**src/rtl/fsrt_pkg.sv**
```systemverilog
// ---------------------------------------------------------------------------
// fsrt_pkg: shared types and constants of the record slot table
// Table size, field widths, opcodes, status codes and the command and status
// bundles exchanged between the controller and the datapath.
// ---------------------------------------------------------------------------
package fsrt_pkg;

   localparam int MAX_ENTRIES = 2048;
   localparam int SLOT_W      = $clog2(MAX_ENTRIES);
   localparam int COUNT_W     = $clog2(MAX_ENTRIES + 1);

   localparam int OP_W       = 3;
   localparam int POS_W      = 12;
   localparam int STATUS_W   = 2;
   localparam int PAGE_W     = 16;
   localparam int ECOUNT_W   = 13;
   localparam int STRIDE_W   = 9;
   localparam int PROD_W     = SLOT_W + STRIDE_W;
   localparam int CSR_IDX_W  = 1;
   localparam int CSR_DATA_W = 16;

   localparam logic [COUNT_W-1:0]  COUNT_MAX = COUNT_W'(MAX_ENTRIES);
   localparam logic [SLOT_W-1:0]   SLOT_LAST = SLOT_W'(MAX_ENTRIES - 1);

   localparam logic [PAGE_W-1:0]   FIRST_PAGE_RST = 16'd16;
   localparam logic [STRIDE_W-1:0] STRIDE_RST     = 9'd2;

   // configuration register indexes
   localparam logic [CSR_IDX_W-1:0] CSR_FIRST_PAGE = 1'd0;
   localparam logic [CSR_IDX_W-1:0] CSR_STRIDE     = 1'd1;

   // opcodes
   localparam logic [OP_W-1:0] OP_ADD    = 3'd0;
   localparam logic [OP_W-1:0] OP_REMOVE = 3'd1;
   localparam logic [OP_W-1:0] OP_GET    = 3'd2;
   localparam logic [OP_W-1:0] OP_SWAP   = 3'd3;
   localparam logic [OP_W-1:0] OP_CLEAR  = 3'd4;

   // result status codes
   localparam logic [STATUS_W-1:0] STAT_OK    = 2'd0;
   localparam logic [STATUS_W-1:0] STAT_FULL  = 2'd1;
   localparam logic [STATUS_W-1:0] STAT_RANGE = 2'd2;

   // index counter commands
   localparam logic [1:0] IX_HOLD = 2'd0;
   localparam logic [1:0] IX_ZERO = 2'd1;
   localparam logic [1:0] IX_INC  = 2'd2;
   localparam logic [1:0] IX_PA   = 2'd3;

   // entry count commands
   localparam logic [1:0] CN_HOLD = 2'd0;
   localparam logic [1:0] CN_INC  = 2'd1;
   localparam logic [1:0] CN_DEC  = 2'd2;
   localparam logic [1:0] CN_CLR  = 2'd3;

   // slot list read address select
   localparam logic [1:0] LR_PA  = 2'd0;
   localparam logic [1:0] LR_PB  = 2'd1;
   localparam logic [1:0] LR_IDX = 2'd2;

   // slot list write commands (shift writes come from the pending flag)
   localparam logic [1:0] LW_NONE   = 2'd0;
   localparam logic [1:0] LW_ADD    = 2'd1;
   localparam logic [1:0] LW_SWAP_A = 2'd2;
   localparam logic [1:0] LW_SWAP_B = 2'd3;

   // used map write commands
   localparam logic [1:0] UW_NONE  = 2'd0;
   localparam logic [1:0] UW_SWEEP = 2'd1;
   localparam logic [1:0] UW_SET   = 2'd2;
   localparam logic [1:0] UW_FREE  = 2'd3;

   // result register commands
   localparam logic [2:0] RES_HOLD  = 3'd0;
   localparam logic [2:0] RES_ZERO  = 3'd1;
   localparam logic [2:0] RES_FULL  = 3'd2;
   localparam logic [2:0] RES_RANGE = 3'd3;
   localparam logic [2:0] RES_SCAN  = 3'd4;
   localparam logic [2:0] RES_LIST  = 3'd5;

   typedef struct packed {
      logic       capture;
      logic [1:0] idx_op;
      logic [1:0] cnt_op;
      logic [1:0] lr_sel;
      logic [1:0] lw_op;
      logic [1:0] uw_op;
      logic       used_rd;
      logic       shift_rd;
      logic       tmp_ld;
      logic [2:0] res_op;
      logic       rsp_ld;
   } dp_cmd_type;

   typedef struct packed {
      logic [OP_W-1:0] op;
      logic            full;
      logic            pa_bad;
      logic            pb_bad;
      logic            used_free;
      logic            idx_last;
      logic            idx_le_count;
   } dp_stat_type;

endpackage

```
**src/rtl/fsrt_ctrl.sv**
```systemverilog
// ---------------------------------------------------------------------------
// fsrt_ctrl: controller of the record slot table
// Sequences the init sweep, the operations and the result hand-off.
// ---------------------------------------------------------------------------
module fsrt_ctrl import fsrt_pkg::*; (
   input  logic        clock,
   input  logic        reset,
   input  logic        req_valid,
   output logic        req_stall,
   output logic        rsp_valid,
   input  logic        rsp_stall,
   input  dp_stat_type stat,
   output dp_cmd_type  cmd
);

   localparam logic [3:0] ST_INIT     = 4'd0;
   localparam logic [3:0] ST_IDLE     = 4'd1;
   localparam logic [3:0] ST_DISPATCH = 4'd2;
   localparam logic [3:0] ST_SCAN     = 4'd3;
   localparam logic [3:0] ST_ADD_WR   = 4'd4;
   localparam logic [3:0] ST_RM_FREE  = 4'd5;
   localparam logic [3:0] ST_RM_SHIFT = 4'd6;
   localparam logic [3:0] ST_GET_PG   = 4'd7;
   localparam logic [3:0] ST_SW_A     = 4'd8;
   localparam logic [3:0] ST_SW_B     = 4'd9;
   localparam logic [3:0] ST_SW_C     = 4'd10;
   localparam logic [3:0] ST_CLR      = 4'd11;
   localparam logic [3:0] ST_RESP     = 4'd12;

   logic [3:0] state_ff, state_in;
   logic       rsp_valid_ff, rsp_valid_in;

   always_comb begin
      state_in = state_ff;
      cmd      = '0;
      case (state_ff)
         ST_INIT: begin
            cmd.uw_op  = UW_SWEEP;
            cmd.idx_op = IX_INC;
            if (stat.idx_last) begin
               state_in = ST_IDLE;
            end
         end
         ST_IDLE: begin
            cmd.idx_op = IX_ZERO;
            if (req_valid) begin
               cmd.capture = 1'b1;
               state_in    = ST_DISPATCH;
            end
         end
         ST_DISPATCH: begin
            cmd.lr_sel = LR_PA;
            case (stat.op)
               OP_ADD: begin
                  if (stat.full) begin
                     cmd.res_op = RES_FULL;
                     state_in   = ST_RESP;
                  end else begin
                     cmd.used_rd = 1'b1;
                     cmd.idx_op  = IX_INC;
                     state_in    = ST_SCAN;
                  end
               end
               OP_REMOVE: begin
                  if (stat.pa_bad) begin
                     cmd.res_op = RES_RANGE;
                     state_in   = ST_RESP;
                  end else begin
                     cmd.idx_op = IX_PA;
                     state_in   = ST_RM_FREE;
                  end
               end
               OP_GET: begin
                  if (stat.pa_bad) begin
                     cmd.res_op = RES_RANGE;
                     state_in   = ST_RESP;
                  end else begin
                     state_in = ST_GET_PG;
                  end
               end
               OP_SWAP: begin
                  if (stat.pa_bad || stat.pb_bad) begin
                     cmd.res_op = RES_RANGE;
                     state_in   = ST_RESP;
                  end else begin
                     state_in = ST_SW_A;
                  end
               end
               OP_CLEAR: begin
                  cmd.cnt_op = CN_CLR;
                  state_in   = ST_CLR;
               end
               default: begin
                  cmd.res_op = RES_ZERO;
                  state_in   = ST_RESP;
               end
            endcase
         end
         ST_SCAN: begin
            if (stat.used_free) begin
               state_in = ST_ADD_WR;
            end else begin
               cmd.used_rd = 1'b1;
               cmd.idx_op  = IX_INC;
            end
         end
         ST_ADD_WR: begin
            cmd.uw_op  = UW_SET;
            cmd.lw_op  = LW_ADD;
            cmd.cnt_op = CN_INC;
            cmd.res_op = RES_SCAN;
            state_in   = ST_RESP;
         end
         ST_RM_FREE: begin
            cmd.uw_op  = UW_FREE;
            cmd.cnt_op = CN_DEC;
            cmd.idx_op = IX_INC;
            cmd.res_op = RES_ZERO;
            state_in   = ST_RM_SHIFT;
         end
         ST_RM_SHIFT: begin
            if (stat.idx_le_count) begin
               cmd.lr_sel   = LR_IDX;
               cmd.idx_op   = IX_INC;
               cmd.shift_rd = 1'b1;
            end else begin
               state_in = ST_RESP;
            end
         end
         ST_GET_PG: begin
            cmd.res_op = RES_LIST;
            state_in   = ST_RESP;
         end
         ST_SW_A: begin
            cmd.tmp_ld = 1'b1;
            cmd.lr_sel = LR_PB;
            state_in   = ST_SW_B;
         end
         ST_SW_B: begin
            cmd.lw_op = LW_SWAP_A;
            state_in  = ST_SW_C;
         end
         ST_SW_C: begin
            cmd.lw_op  = LW_SWAP_B;
            cmd.res_op = RES_ZERO;
            state_in   = ST_RESP;
         end
         ST_CLR: begin
            cmd.uw_op  = UW_SWEEP;
            cmd.idx_op = IX_INC;
            if (stat.idx_last) begin
               cmd.res_op = RES_ZERO;
               state_in   = ST_RESP;
            end
         end
         ST_RESP: begin
            if (!rsp_valid_ff || !rsp_stall) begin
               cmd.rsp_ld = 1'b1;
               state_in   = ST_IDLE;
            end
         end
         default: state_in = ST_INIT;
      endcase
   end

   always_comb begin
      if (cmd.rsp_ld) begin
         rsp_valid_in = 1'b1;
      end else if (!rsp_stall) begin
         rsp_valid_in = 1'b0;
      end else begin
         rsp_valid_in = rsp_valid_ff;
      end
   end

   always_ff @(posedge clock) begin
      if (reset) begin
         state_ff     <= ST_INIT;
         rsp_valid_ff <= 1'b0;
      end else begin
         state_ff     <= state_in;
         rsp_valid_ff <= rsp_valid_in;
      end
   end

   assign req_stall = (state_ff != ST_IDLE);
   assign rsp_valid = rsp_valid_ff;

   a_accept_then_busy: assert property (@(posedge clock) disable iff (reset)
      (req_valid && !req_stall) |=> req_stall)
      else $error("request taken while previous item still in work");

   a_no_result_overwrite: assert property (@(posedge clock) disable iff (reset)
      cmd.rsp_ld |-> (!rsp_valid_ff || !rsp_stall))
      else $error("result register loaded while held");

   a_init_busy: assert property (@(posedge clock) disable iff (reset)
      $fell(reset) |-> req_stall)
      else $error("request taken before the init sweep");

endmodule

```
**config.mk**
```make
export PLATFORM = sky130hd
export DESIGN_NAME = fsrt_ctrl
export DESIGN_NICKNAME = d
export VERILOG_FILES = /design/src/rtl/fsrt_pkg.sv /design/src/rtl/fsrt_ctrl.sv
export SDC_FILE = /design/constraint.sdc
export NUM_CORES = 1
export LEC_CHECK = 0
export BUFFER_PORTS_ARGS = -buffer_cell sky130_fd_sc_hd__buf_2
export CAP_MARGIN = 20
export CELL_PAD_IN_SITES_DETAIL_PLACEMENT = 0
export CELL_PAD_IN_SITES_GLOBAL_PLACEMENT = 2
export CORE_AREA = 2 2 84 46
export CTS_BUF_LIST = sky130_fd_sc_hd__clkbuf_4 sky130_fd_sc_hd__clkbuf_8
export DETAILED_ROUTE_END_ITERATION = 10
export DIE_AREA = 0 0 86 48
export PLACE_DENSITY = 0.78
export RECOVER_POWER = 25
export REMOVE_ABC_BUFFERS = 1
export SETUP_SLACK_MARGIN = 0.15
export SYNTH_ARGS = -nofsm -noshare
export SYNTH_HDL_FRONTEND = slang
export SYNTH_SLANG_ARGS = --single-unit
```
**constraint.sdc**
```tcl
create_clock -name clock -period 1.7 [get_ports clock]
set_input_delay 0.085 -clock clock [delete_from_list [all_inputs] [get_ports clock]]
set_output_delay 0.085 -clock clock [all_outputs]
set_load 0.01 [all_outputs]
```
==> flow_results.org <==
** Outcome
- Result of the run :: complete, no violations

** STA
- Relative slew slack :: 71.37%
- Setup clock skew after layout :: 0.001593 ns
- The smallest clock period supported by the final layout is computed as 1.522 ns.
- Summed over all failing endpoints, the final setup total negative slack is 0 ns.
- Setup repair after global routing could not meet its margin everywhere.
- Final clock period utilization by the worst path :: 89.53%
- The count of final hold-check violations is 0.
- Fmax :: 0.6571 GHz
- At the pin with the least slew margin, the transition time is 0.4259 ns.
- Number of max-slew violations in the final report :: 0
- Final setup vio count :: 0

** Synth
- After synthesis, the cell types taking the most area are dfxtp_1 (12%), a21oi_1 (5.8%), buf_6 (5.2%).
- The Yosys step of the flow raised 0 warnings.
- Post-synthesis sequential area ratio :: 11.58%
- The synthesized netlist contains 46 unique library cells.
- Number of instances in the synthesized netlist :: 115
- Area of the mapped netlist :: 864.6 µm²
- In the synthesized netlist the dominant register cell turns out to be dfxtp_1.
- Number of flops mapped to enable cells by yosys :: 0
- In this run the mean area of a mapped cell was 7.518 µm².
- The synthesized design devotes to its leading area cell type 11.58% of total area.
- After synthesis, the share of flip-flops with an asynchronous set or reset is 0%.
- Library cell with the largest summed area after synthesis :: dfxtp_1
- Flip-flop and latch count after synthesis :: 5

** Worst setup path
- STA classifies the critical path endpoint as an output port.
- The number of cells on the worst reg-to-reg path is 5.
- Required time of the critical path :: 1.62 ns
- Worst setup path class :: flip-flop to output port
- Along the worst path, the maximum fanout reaches 12.
- Setup crit start :: state_ff[0]
- The startpoint identified for the worst register-to-register timing path is state_ff[1].
- Arrival @ worst endpoint :: 1.44 ns
- Kind of start point of the critical path :: flip-flop

** Cells and area
- After filler insertion, the fill cell instance count of the layout stands at 359.
- Summing all flip-flop and latch instances after layout gives 110.1 µm².
- Share of final-layout standard cells stronger than drive strength 1 :: 44.90%
- Total area of multi-input combinational cells :: 663.1 µm²
- Net total in the final layout :: 161
- 0 antenna diodes ended up in the layout.
- Relative to the synthesized area, the layout overhead comes to 30.82%.

** CTS
- Clock-pin slew was measured on the worst setup and hold paths at 0.04 ns.
- Clock tree synthesis inserted a total of 3 buffers.
- For the worst-skew pair, the clock arrives at the later sink with an insertion delay of 0.22 ns.
- In this run the number of H-tree levels came out at 1.
- The clock passes through at most 2 buffers.
- TritonCTS built the clock tree.
- The clock drives 5 sinks.
- For this design, the CTS-stage hold fixing added 0 buffers.
- Clk Tree Root Cell :: clkbuf_8

** Drt
- Detailed-route wire length :: 2.650 mm
- DRT iter0 DRCs :: 56
- For this run, the detailed router's first-pass iteration total came to 4.
- Drt wl/cell :: 14.02 µm
- DRC Markers :: 0
- Detailed-route via count :: 968
- Dividing the detail-routed via count by the number of cells gives 5.122.
- Remaining antenna violation count after routing :: 0

** Die
- Vertical extent of the die :: 48 µm
- The floorplan step defined a die boundary enclosing 4128 µm².
- Placement row count :: 15
- Starting Density :: 26.03%
- The core region is 3322 µm².
- The die is 86 µm wide.
- During I/O placement, the number of pins put on the boundary was 33.

** Placement
- Final weighted congestion of routability-driven global placement :: 0.7933
- During placement, the flow inserted port buffers numbering 32.
- Detailed placement finished with a half-perimeter wire length of 2.071 mm.

** Global route
- Global-route wire length before repair :: 4.167 mm
- The total overflow left after global routing is 0.
- For this run, the total global-route usage over all layers was measured as 13.42%.
- The via count of the first global-routing pass came to 837.
- The initial antenna violation count came to 0.
- Entering global routing, the biggest net connects 14 pins.

** Power and ir drop
- The worst-case IR drop observed on VDD is 237.2 µV.
- Total chip power :: 0.001395 W
- Lkg Pwr :: 0.5010 nW
- Areal power density over the cells :: 1234 nW/µm²

** Hold path
- In this run the most critical hold path is launched from reset.
- Worst min-delay path class :: input pin to flip-flop
- Counting instances, the worst hold path has a depth of 2.

** Flow run
- Max-cap violations in this run came to 0.
## routing by layer
metal  GRT usage (%)  share of wire [%]
met4           5.079               0.79
met3           1.034                6.0
met2           19.07                 41
met1           20.80                 52
met5               0                  0
## sequential cells by signal, indices dropped and copies added, names as in the netlist
| register | flops |
|---|---|
| state_ff | 4 |
| rsp_valid | 1 |
## final cells by class
class | instances | area share (%)
clock buffer | 4 | 4.314
inverter | 3 | 0.9956
multi-input combinational | 93 | 58.63
sequential | 5 | 9.735
tap | 42 | 4.646
timing repair buffer | 42 | 21.68
## Yosys cell counts, drive strengths merged (2+ instances only)
library cell,number
a211oi,2
a21oi,10
a31oi,2
and3,4
buf,14
dfxtp,5
inv,3
mux2i,4
nand2,7
nand2b,6
nand3b,2
nor2,9
nor2b,5
nor3,6
nor3b,3
o21a,2
o21ai,6
o221ai,2
o32ai,2
or2,4
## power by group
group          switching, W  internal, W
Clock             0.0000654     0.000178
Combinational      0.000481     0.000438
Sequential        0.0000751     0.000158
## what timing repair did
item                       4_1_cts  5_1_grt
pin swaps                        1        1
setup buffers                    1        1
resized for setup                6        5
setup endpoints to repair        9       11
## through the flow
| step | worst slack (ns) | utilization, % | instances | area [µm²] | hold slack [ns] |
|---|---|---|---|---|---|
| 2_1_floorplan | 0.1469 | - | 101 | 759.5 | 0.1496 |
| 3_3_place_gp | 0.1687 | 31.07 | 183 | 1032 | 0.3635 |
| 3_5_place_dp | 0.1490 | 31.07 | 183 | 1032 | 0.3652 |
| 4_1_cts | 0.1559 | 33.45 | 188 | 1111 | 0.1214 |
| 5_1_grt | 0.1174 | 34.05 | 189 | 1131 | 0.1424 |
| 6_report | 0.1781 | 34.05 | 189 | 1131 | 0.1283 |
## path summary, 6_finish.rpt
check / end / slack, ns
min reg2reg: rsp_valid / 0.49
max: cmd[2] / 0.18
max reg2reg: state_ff[0] / 0.20
min: state_ff[1] / 0.13
## worst max-delay path, cell delays in order (launching register included)
cell,delay [ns]
dfxtp_4,0.37
buf_4,0.18
nor2b_2,0.19
nand2_1,0.10
a211oi_1,0.21
buf_2,0.17
## cell usage in the layout, fill, tap and decap left out, types with 2 or more instances in the layout
cell	count
a21oi_1	10
nor2b_1	3
a31oi_1	2
buf_4	9
mux2i_1	4
buf_2	30
nor3_1	6
dfxtp_4	2
nor3b_2	2
o32ai_1	2
or2_2	2
and3_1	4
clkbuf_1	2
nand2_1	7
o21a_1	2
dfxtp_2	2
nor2_1	8
nand2b_1	5
o21ai_0	5
nor2b_2	2
inv_1	3
clkbuf_8	3
o221ai_1	2
## cells by family after synthesis
| logic type | share of synthesized area, % |
|---|---|
| AO/OA/AOI/OAI | 28.08 |
| XOR/XNOR | 2.026 |
| buffers and inverters | 13.46 |
| flip-flops | 11.58 |
| multiplexers | 4.631 |
| AND/OR/NAND/NOR | 40.23 |
Power figures use the tool's default switching activity.
